$ cat config.mk
export PLATFORM = sky130hd
export DESIGN_NAME = square_matrix_multiply
export DESIGN_NICKNAME = d
export VERILOG_FILES = /design/src/design/smm_pkg.sv /design/src/design/smm_ram.sv /design/src/design/smm_ctrl.sv /design/src/design/smm_dp.sv /design/src/design/square_matrix_multiply.sv
export SDC_FILE = /design/constraint.sdc
export NUM_CORES = 2
export LEC_CHECK = 0
export BUFFER_PORTS_ARGS = -buffer_cell sky130_fd_sc_hd__buf_4
export CAP_MARGIN = 20
export CORE_MARGIN = 2
export CORE_UTILIZATION = 25
export CTS_CLUSTER_SIZE = 12
export DETAILED_ROUTE_END_ITERATION = 6
export PLACE_DENSITY_LB_ADDON = 0.15
export SYNTH_ARGS = -nofsm -noshare
export SYNTH_HDL_FRONTEND = slang
export SYNTH_HIERARCHICAL = 1
export SYNTH_SLANG_ARGS = --single-unit
export TNS_END_PERCENT = 100
$ cat constraint.sdc
create_clock -name clk_i -period 6.95 [get_ports clk_i]
set_input_delay 1.0425 -clock clk_i [delete_from_list [all_inputs] [get_ports clk_i]]
set_output_delay 1.0425 -clock clk_i [all_outputs]
set_load 0.05 [all_outputs]
$ cat src/design/smm_pkg.sv
// Shared types and constants for the square matrix multiplier.
`timescale 1ns / 1ps
`default_nettype none
package smm_pkg;

  localparam int MAX_SIZE_DEF = 8;   // largest matrix dimension
  localparam int IDX_W        = 3;   // row and column index width
  localparam int SIZE_W       = 4;   // size register width
  localparam int ELEM_W       = 16;  // Q8.8 element
  localparam int PROD_W       = 32;  // Q16.16 product
  localparam int ACC_W        = 48;  // Q32.16 accumulator
  localparam int IN_DATA_W    = 24;
  localparam int OUT_DATA_W   = 56;

  typedef enum logic [1:0] {
    OP_LOAD_A = 2'd0,
    OP_LOAD_B = 2'd1,
    OP_START  = 2'd2
  } op_e;

  // Tags that follow one multiply-accumulate step down the pipeline.
  typedef struct packed {
    logic [IDX_W-1:0] row;
    logic [IDX_W-1:0] col;
    logic             first;
    logic             last_pos;
    logic             last;
  } tag_t;

  // Read issue from the controller.
  typedef struct packed {
    logic             issue;
    logic [IDX_W-1:0] pos;
    tag_t             tag;
  } cmd_t;

  // Store write from the controller.
  typedef struct packed {
    logic              we_a;
    logic              we_b;
    logic [IDX_W-1:0]  row;
    logic [IDX_W-1:0]  pos;
    logic [ELEM_W-1:0] value;
  } load_t;

endpackage
`default_nettype wire

$ cat src/design/smm_ram.sv
// Generic single-write, single-read RAM with registered read data.
`timescale 1ns / 1ps
`default_nettype none
module smm_ram #(
  parameter int WIDTH = 16,
  parameter int DEPTH = 64
) (
  input  wire logic                     clk_i,
  input  wire logic                     we_i,
  input  wire logic [$clog2(DEPTH)-1:0] waddr_i,
  input  wire logic [WIDTH-1:0]         wdata_i,
  input  wire logic                     re_i,
  input  wire logic [$clog2(DEPTH)-1:0] raddr_i,
  output logic      [WIDTH-1:0]         rdata_o
);

  logic [WIDTH-1:0] mem_q [DEPTH];

  always_ff @(posedge clk_i) begin
    if (we_i) begin
      mem_q[waddr_i] <= wdata_i;
    end
    if (re_i) begin
      rdata_o <= mem_q[raddr_i];
    end
  end

endmodule
`default_nettype wire

$ cat src/design/smm_ctrl.sv
// Controller: input decode, size register and the row/column/position sequencer.
`timescale 1ns / 1ps
`default_nettype none
module smm_ctrl #(
  parameter int MAX_SIZE = smm_pkg::MAX_SIZE_DEF
) (
  input  wire logic                          clk_i,
  input  wire logic                          rst_ni,
  input  wire logic                          in_valid_i,
  output logic                               in_ready_o,
  input  wire logic [smm_pkg::IN_DATA_W-1:0] in_data_i,
  input  wire logic                          cfg_we_i,
  input  wire logic [smm_pkg::SIZE_W-1:0]    cfg_wdata_i,
  input  wire logic                          advance_i,
  output smm_pkg::cmd_t                      cmd_o,
  output smm_pkg::load_t                     load_o,
  output logic [smm_pkg::SIZE_W-1:0]         size_o
);

  localparam logic ST_IDLE = 1'b0;
  localparam logic ST_RUN  = 1'b1;
  localparam logic [smm_pkg::SIZE_W-1:0] MaxN = smm_pkg::SIZE_W'(MAX_SIZE);

  logic                          state_q, state_d;
  logic [smm_pkg::SIZE_W-1:0]    size_q, size_d;
  logic [smm_pkg::IDX_W-1:0]     row_q, row_d, col_q, col_d, pos_q, pos_d;
  logic [smm_pkg::SIZE_W-1:0]    last_idx;
  logic                          row_end, col_end, pos_end, accept, in_range;
  smm_pkg::op_e                  op;
  logic [smm_pkg::IDX_W-1:0]     in_row, in_pos;

  assign op       = smm_pkg::op_e'(in_data_i[1:0]);
  assign in_row   = in_data_i[4:2];
  assign in_pos   = in_data_i[7:5];
  assign in_ready_o = (state_q == ST_IDLE);
  assign accept   = in_valid_i && in_ready_o;
  assign in_range = ({1'b0, in_row} < MaxN) && ({1'b0, in_pos} < MaxN);
  assign size_o   = size_q;

  assign last_idx = size_q - smm_pkg::SIZE_W'(1);
  assign pos_end  = ({1'b0, pos_q} == last_idx);
  assign col_end  = ({1'b0, col_q} == last_idx);
  assign row_end  = ({1'b0, row_q} == last_idx);

  // A written size of zero acts as one, anything above the maximum as the maximum.
  always_comb begin
    size_d = size_q;
    if (cfg_we_i) begin
      if (cfg_wdata_i == '0) begin
        size_d = smm_pkg::SIZE_W'(1);
      end else if (cfg_wdata_i > MaxN) begin
        size_d = MaxN;
      end else begin
        size_d = cfg_wdata_i;
      end
    end
  end

  always_comb begin
    load_o       = '0;
    load_o.row   = in_row;
    load_o.pos   = in_pos;
    load_o.value = in_data_i[23:8];
    state_d      = state_q;
    row_d        = row_q;
    col_d        = col_q;
    pos_d        = pos_q;
    cmd_o              = '0;
    cmd_o.pos          = pos_q;
    cmd_o.tag.row      = row_q;
    cmd_o.tag.col      = col_q;
    cmd_o.tag.first    = (pos_q == '0);
    cmd_o.tag.last_pos = pos_end;
    cmd_o.tag.last     = pos_end && col_end && row_end;
    unique case (state_q)
      ST_IDLE: begin
        if (accept) begin
          case (op)
            smm_pkg::OP_LOAD_A: load_o.we_a = in_range;
            smm_pkg::OP_LOAD_B: load_o.we_b = in_range;
            smm_pkg::OP_START: begin
              state_d = ST_RUN;
              row_d   = '0;
              col_d   = '0;
              pos_d   = '0;
            end
            default: ;
          endcase
        end
      end
      ST_RUN: begin
        if (advance_i) begin
          cmd_o.issue = 1'b1;
          if (!pos_end) begin
            pos_d = pos_q + smm_pkg::IDX_W'(1);
          end else begin
            pos_d = '0;
            if (!col_end) begin
              col_d = col_q + smm_pkg::IDX_W'(1);
            end else begin
              col_d = '0;
              row_d = row_q + smm_pkg::IDX_W'(1);
              if (row_end) begin
                state_d = ST_IDLE;
              end
            end
          end
        end
      end
      default: state_d = ST_IDLE;
    endcase
  end

  always_ff @(posedge clk_i or negedge rst_ni) begin
    if (!rst_ni) begin
      state_q <= ST_IDLE;
      size_q  <= MaxN;
      row_q   <= '0;
      col_q   <= '0;
      pos_q   <= '0;
    end else begin
      state_q <= state_d;
      size_q  <= size_d;
      row_q   <= row_d;
      col_q   <= col_d;
      pos_q   <= pos_d;
    end
  end

endmodule
`default_nettype wire

$ cat src/design/smm_dp.sv
// Datapath: element stores, multiply-accumulate pipeline and output register.
`timescale 1ns / 1ps
`default_nettype none
module smm_dp #(
  parameter int MAX_SIZE = smm_pkg::MAX_SIZE_DEF
) (
  input  wire logic                           clk_i,
  input  wire logic                           rst_ni,
  input  smm_pkg::cmd_t                       cmd_i,
  input  smm_pkg::load_t                      load_i,
  output logic                                advance_o,
  output logic                                out_valid_o,
  input  wire logic                           out_ready_i,
  output logic [smm_pkg::OUT_DATA_W-1:0]      out_data_o,
  output logic                                out_last_o
);

  localparam int Depth = MAX_SIZE * MAX_SIZE;
  localparam int AddrW = $clog2(Depth);

  logic [AddrW-1:0]                 waddr, raddr_a, raddr_b;
  logic [smm_pkg::ELEM_W-1:0]       rdata_a, rdata_b;
  logic                             s1_valid_q, s2_valid_q, out_valid_q;
  smm_pkg::tag_t                    s1_tag_q, s2_tag_q;
  logic signed [smm_pkg::PROD_W-1:0] prod_q;
  logic signed [smm_pkg::ACC_W-1:0]  acc_q, sum;
  logic [smm_pkg::IDX_W-1:0]        out_row_q, out_col_q;
  logic signed [smm_pkg::ACC_W-1:0]  out_value_q;
  logic                             out_last_q;

  // The whole pipeline moves only when the output register can take a result.
  assign advance_o = !out_valid_q || out_ready_i;

  assign waddr   = AddrW'(load_i.row) * AddrW'(MAX_SIZE) + AddrW'(load_i.pos);
  assign raddr_a = AddrW'(cmd_i.tag.row) * AddrW'(MAX_SIZE) + AddrW'(cmd_i.pos);
  assign raddr_b = AddrW'(cmd_i.tag.col) * AddrW'(MAX_SIZE) + AddrW'(cmd_i.pos);

  smm_ram #(.WIDTH(smm_pkg::ELEM_W), .DEPTH(Depth)) u_ram_a (
    .clk_i   (clk_i),
    .we_i    (load_i.we_a),
    .waddr_i (waddr),
    .wdata_i (load_i.value),
    .re_i    (advance_o),
    .raddr_i (raddr_a),
    .rdata_o (rdata_a)
  );

  smm_ram #(.WIDTH(smm_pkg::ELEM_W), .DEPTH(Depth)) u_ram_b (
    .clk_i   (clk_i),
    .we_i    (load_i.we_b),
    .waddr_i (waddr),
    .wdata_i (load_i.value),
    .re_i    (advance_o),
    .raddr_i (raddr_b),
    .rdata_o (rdata_b)
  );

  assign sum = s2_tag_q.first ? smm_pkg::ACC_W'(prod_q)
                              : acc_q + smm_pkg::ACC_W'(prod_q);

  always_ff @(posedge clk_i or negedge rst_ni) begin
    if (!rst_ni) begin
      s1_valid_q  <= 1'b0;
      s2_valid_q  <= 1'b0;
      out_valid_q <= 1'b0;
    end else if (advance_o) begin
      s1_valid_q  <= cmd_i.issue;
      s2_valid_q  <= s1_valid_q;
      out_valid_q <= s2_valid_q && s2_tag_q.last_pos;
    end
  end

  always_ff @(posedge clk_i) begin
    if (advance_o) begin
      s1_tag_q <= cmd_i.tag;
      s2_tag_q <= s1_tag_q;
      prod_q   <= $signed(rdata_a) * $signed(rdata_b);
      if (s2_valid_q) begin
        acc_q <= sum;
        if (s2_tag_q.last_pos) begin
          out_row_q   <= s2_tag_q.row;
          out_col_q   <= s2_tag_q.col;
          out_value_q <= sum;
          out_last_q  <= s2_tag_q.last;
        end
      end
    end
  end

  assign out_valid_o = out_valid_q;
  assign out_last_o  = out_last_q;
  assign out_data_o  = {2'b00, out_value_q, out_col_q, out_row_q};

endmodule
`default_nettype wire

$ cat src/design/square_matrix_multiply.sv
// Top level of the square matrix multiplier.
// Loads and starts are taken one per cycle while idle.
// A start issues one multiply-accumulate per cycle unless the output stalls, n*n*n in all
// for size n, bound by the single read port of each element store; the last result
// passes the read data, product and output registers after the last issue.
// Reset clears control state and sets the size to the maximum; the stores are not cleared.
`timescale 1ns / 1ps
`default_nettype none
module square_matrix_multiply #(
  parameter int MAX_SIZE = smm_pkg::MAX_SIZE_DEF
) (
  input  wire logic                           clk_i,
  input  wire logic                           rst_ni,
  input  wire logic                           s_axis_tvalid,
  output logic                                s_axis_tready,
  // operation[1:0], row_index[4:2], col_index[7:5], element_value[23:8]
  input  wire logic [smm_pkg::IN_DATA_W-1:0]  s_axis_tdata,
  output logic                                m_axis_tvalid,
  input  wire logic                           m_axis_tready,
  // result_row[2:0], result_col[5:3], product_value[53:6], zeros[55:54]
  output logic [smm_pkg::OUT_DATA_W-1:0]      m_axis_tdata,
  output logic                                m_axis_tlast,
  input  wire logic                           cfg_we_i,
  input  wire logic [smm_pkg::SIZE_W-1:0]     cfg_wdata_i
);

  smm_pkg::cmd_t              cmd;
  smm_pkg::load_t             load;
  logic                       advance;
  logic [smm_pkg::SIZE_W-1:0] size;

  smm_ctrl #(.MAX_SIZE(MAX_SIZE)) u_ctrl (
    .clk_i       (clk_i),
    .rst_ni      (rst_ni),
    .in_valid_i  (s_axis_tvalid),
    .in_ready_o  (s_axis_tready),
    .in_data_i   (s_axis_tdata),
    .cfg_we_i    (cfg_we_i),
    .cfg_wdata_i (cfg_wdata_i),
    .advance_i   (advance),
    .cmd_o       (cmd),
    .load_o      (load),
    .size_o      (size)
  );

  smm_dp #(.MAX_SIZE(MAX_SIZE)) u_dp (
    .clk_i       (clk_i),
    .rst_ni      (rst_ni),
    .cmd_i       (cmd),
    .load_i      (load),
    .advance_o   (advance),
    .out_valid_o (m_axis_tvalid),
    .out_ready_i (m_axis_tready),
    .out_data_o  (m_axis_tdata),
    .out_last_o  (m_axis_tlast)
  );

  // The active size always stays within one and the maximum.
  a_size_range: assert property (@(posedge clk_i) disable iff (!rst_ni)
    size != '0 && size <= smm_pkg::SIZE_W'(MAX_SIZE))
    else $error("active size out of range");

  // A store write never shares a cycle with a read issue.
  a_no_load_in_run: assert property (@(posedge clk_i) disable iff (!rst_ni)
    cmd.issue |-> !(load.we_a || load.we_b))
    else $error("store write during multiply");

  // The last result beat is the bottom-right element.
  a_last_corner: assert property (@(posedge clk_i) disable iff (!rst_ni)
    m_axis_tvalid && m_axis_tlast |->
      {1'b0, m_axis_tdata[2:0]} == size - smm_pkg::SIZE_W'(1) &&
      {1'b0, m_axis_tdata[5:3]} == size - smm_pkg::SIZE_W'(1))
    else $error("last result is not the final element");

  // A read issue only happens in a cycle where the pipeline advances.
  a_issue_ready: assert property (@(posedge clk_i) disable iff (!rst_ni)
    cmd.issue |-> advance)
    else $error("issue without pipeline advance");

endmodule
`default_nettype wire
==> flow_metrics.env <==
export IMPL_reg2reg_depth=20
export IMPL_wl_met3_mm=13.38
export IMPL_synth_flop_cell="edfxtp_1"
export IMPL_path_max_fanout=16
export IMPL_min_to="u_ctrl/size_o[1]"
export IMPL_timing_critical_path_buf_inv=4
export IMPL_port_buffers=89
export IMPL_htree_levels=5
export IMPL_hp_start="cfg_we_i"
export IMPL_r2r_start="u_dp/u_ram_b/rdata_o[5]"
export IMPL_fp_coreArea_um2=395400
export IMPL_final_nets=6234
export IMPL_cts_root_buffer="clkbuf_16"
export IMPL_path_class="register to register"
export IMPL_wl_mm=281.3
export IMPL_firstDrtPassIters=5
export IMPL_grt_first_pass_wirelength_mm=402.5
export IMPL_topRoutingLayerUsed="met5"
export IMPL_slew_violations=0
export IMPL_area_delta_synth_final_pct=15.74
export IMPL_grt_max_degree=100
export IMPL_ys_warn_count=6
export IMPL_seq_area_frac_synth_pct=68.01
export IMPL_hpwl_mm=175.4
export IMPL_fp_dieH_um=634
export IMPL_cts_path_max_buffers=4
export IMPL_hold_viol_final=0
export IMPL_num_rows=231
export IMPL_cts_sinks=2250
export IMPL_avgSynthCellArea_um2=18.07
export IMPL_startpoint_type="register"
export IMPL_synth_area_leaders="edfxtp_1 68%, mux4_2 10%, fa_1 5.3%"
export IMPL_post_drt_via_cell_ratio=4.454
export IMPL_netlist_area_leader_share_pct=67.58
export IMPL_synth_edf_count=2233
export IMPL_clock_latency_ps=880
export IMPL_fin_skew_ps=40.72
export IMPL_synth_area_um2=99230
export IMPL_hold_path_class="input pin to register"
export IMPL_die_area_um2=402000
export IMPL_avgRoutedWirePerCell_um=24.97
export IMPL_io_pins=92
export IMPL_remaining_drc_errors=0
export IMPL_die_x_um=634
export IMPL_tightest_slew_ps=1143
export IMPL_rsz0062_at_grt="no"
export IMPL_clk_pin_slew_ps=60
export IMPL_met2_length_mm=134.8
export IMPL_synth_seq_cells=2250
export IMPL_crit_family="adder cells"
export IMPL_detail_route_antenna_nets=0
export IMPL_yosysTopAreaCell="edfxtp_1"
export IMPL_slew_headroom_pct=23.27
export IMPL_met1Wirelength_mm=127.7
export IMPL_drive_gt1_share_pct=20.90
export IMPL_r2r_end="u_dp/prod_q[30]"
export IMPL_antenna_found_initial=23
export IMPL_overflow=0
export IMPL_yosysMostFrequentCell="edfxtp_1"
export IMPL_period_share_pct=94.19
export IMPL_place_congestion=0.7638
export IMPL_hold_depth=2
export IMPL_vias=50179
export IMPL_yosysUniqueCellTypes=102
export IMPL_clock_fmax_mhz=152.8
export IMPL_tritoncts="built"
export IMPL_worstPathArrival_ps=7130
export IMPL_ff2ff_setup_slack_ps=400
export IMPL_drt_initial_drc_count=3621
export IMPL_ys_top_cells_by_count="2233 x edfxtp_1, 440 x mux4_2, 314 x nand2_1"
export IMPL_path_cells="and2_1 -> fa_1 -> inv_1 -> fa_1 -> fa_1 -> inv_1 -> fa_1 -> fa_1 -> inv_1 -> fa_1 -> inv_1 -> ha_1 -> a21o_1 -> a21oi_1 -> o21ai_0 -> a31o_2 -> o21ai_0 -> o22ai_1 -> a221oi_1 -> o311ai_0"
export IMPL_initial_utilization_pct=25.10
export IMPL_hold_slack_ps=397.4
export IMPL_grt_pass1_vias=52862
export IMPL_nFillCells=39161
export IMPL_cp_data_required_time_ps=7540
export IMPL_setup_viol=0
export IMPL_syn_inst=5491
export IMPL_critPathCaptureType="register"
export IMPL_period_needed_ps=6546
export IMPL_grt_usage_pct=13.85
export IMPL_async_flop_share_pct=0.7556
export IMPL_crit_top_cell="fa_1"
export IMPL_cp_slowest_cell="edfxtp_1"
export IMPL_status="complete, no violations"
export IMPL_slowest_delay_ps=610
export IMPL_cap_viol_max_count=0
export IMPL_tns_ps=0
export IMPL_cts_buffers_inserted=272
## how the worst max path moves through the flow
stage | slack [ps] | to | start | cells past startpoint
floorplan | 670 | u_dp/out_col_q[0] | m_axis_tready | 4
global placement | 350 | u_dp/prod_q[30] | u_dp/u_ram_b/rdata_o[5] | 20
detailed placement | 370 | u_dp/prod_q[30] | u_dp/u_ram_b/rdata_o[5] | 20
CTS | 340 | u_dp/prod_q[30] | u_dp/u_ram_b/rdata_o[5] | 20
global route | 120 | u_dp/prod_q[24] | u_dp/u_ram_b/rdata_o[5] | 20
finish | 400 | u_dp/prod_q[30] | u_dp/u_ram_b/rdata_o[5] | 20
## through the flow
stage	utilization (%)	instances	area, um^2	setup slack [ps]
finish	29.05	11266	114800	403.8
global route	29.04	11257	114800	115.5
CTS	29.04	11255	114800	337.8
detailed placement	26.97	10770	106600	369.9
global placement	26.96	10768	106600	346.6
floorplan	-	5492	99230	670.4
## timing repair
item,4_1_cts,5_1_grt
gates resized for setup,0,0
endpoints found under the hold margin,16,0
hold buffers,1,0
setup buffers,0,0
## sequential cells by signal (all words and copies together), names as in the netlist, 4 cells and up
| register | cells |
|---|---|
| u_dp/out_value_q | 48 |
| u_dp/s1_tag_q | 9 |
| u_ctrl/size_o | 4 |
| u_dp/prod_q | 32 |
| u_dp/u_ram_b/mem_q | 1024 |
| u_dp/acc_q | 48 |
| u_dp/s2_tag_q | 9 |
| u_dp/u_ram_a/mem_q | 1024 |
| u_dp/u_ram_b/rdata_o | 16 |
| u_dp/u_ram_a/rdata_o | 16 |
## cells in the final DEF (no fill, tap or decap), types with 61 or more instances in the layout
cell,count
o21ai_0,83
clkbuf_16,281
nand3_1,72
mux4_2,440
a21oi_1,101
buf_4,305
and2_1,132
nand2_1,314
fa_1,263
clkbuf_1,76
mux2_2,61
ha_1,134
a22oi_1,78
nor2_1,199
inv_1,304
edfxtp_1,2233
mux2i_1,173
## cells by family (layout without fill, tap and decap cells)
group	Yosys count	count (layout)	share of synthesized area [%]
xor gates and xnor gates	83	83	0.7490
adders and majority gates	397	397	6.996
other	1	12	0.003779
DFF	2250	2250	68.01
and+or+nand+nor	937	937	4.658
muxes	683	683	12.65
buffers and inverters	597	1119	3.059
AOI/OAI and AO/OA	543	543	3.875
## area by class of cell
class / instances / area, um^2 / share of cell area [%]
Antenna cell: 10 / 25.02 / 0.02179
Clock inverter: 127 / 855.8 / 0.7452
Sequential cell: 2250 / 67500 / 58.77
Inverter: 305 / 1146 / 0.9980
Multi-Input combinational cell: 2645 / 28780 / 25.06
Clock buffer: 357 / 7317 / 6.371
Timing Repair Buffer: 330 / 2664 / 2.319
Tap cell: 5242 / 6559 / 5.711
## routing by layer
layer  GRT usage, %  vias to the layer above
met3          2.213                      337
met2          22.92                      967
li1               -                    22047
met5              0                        -
met1          19.14                    26816
met4          2.826                       12
Power is not shown: default switching activity piles up to over one toggle a cycle in this logic, so the estimate is an artifact.
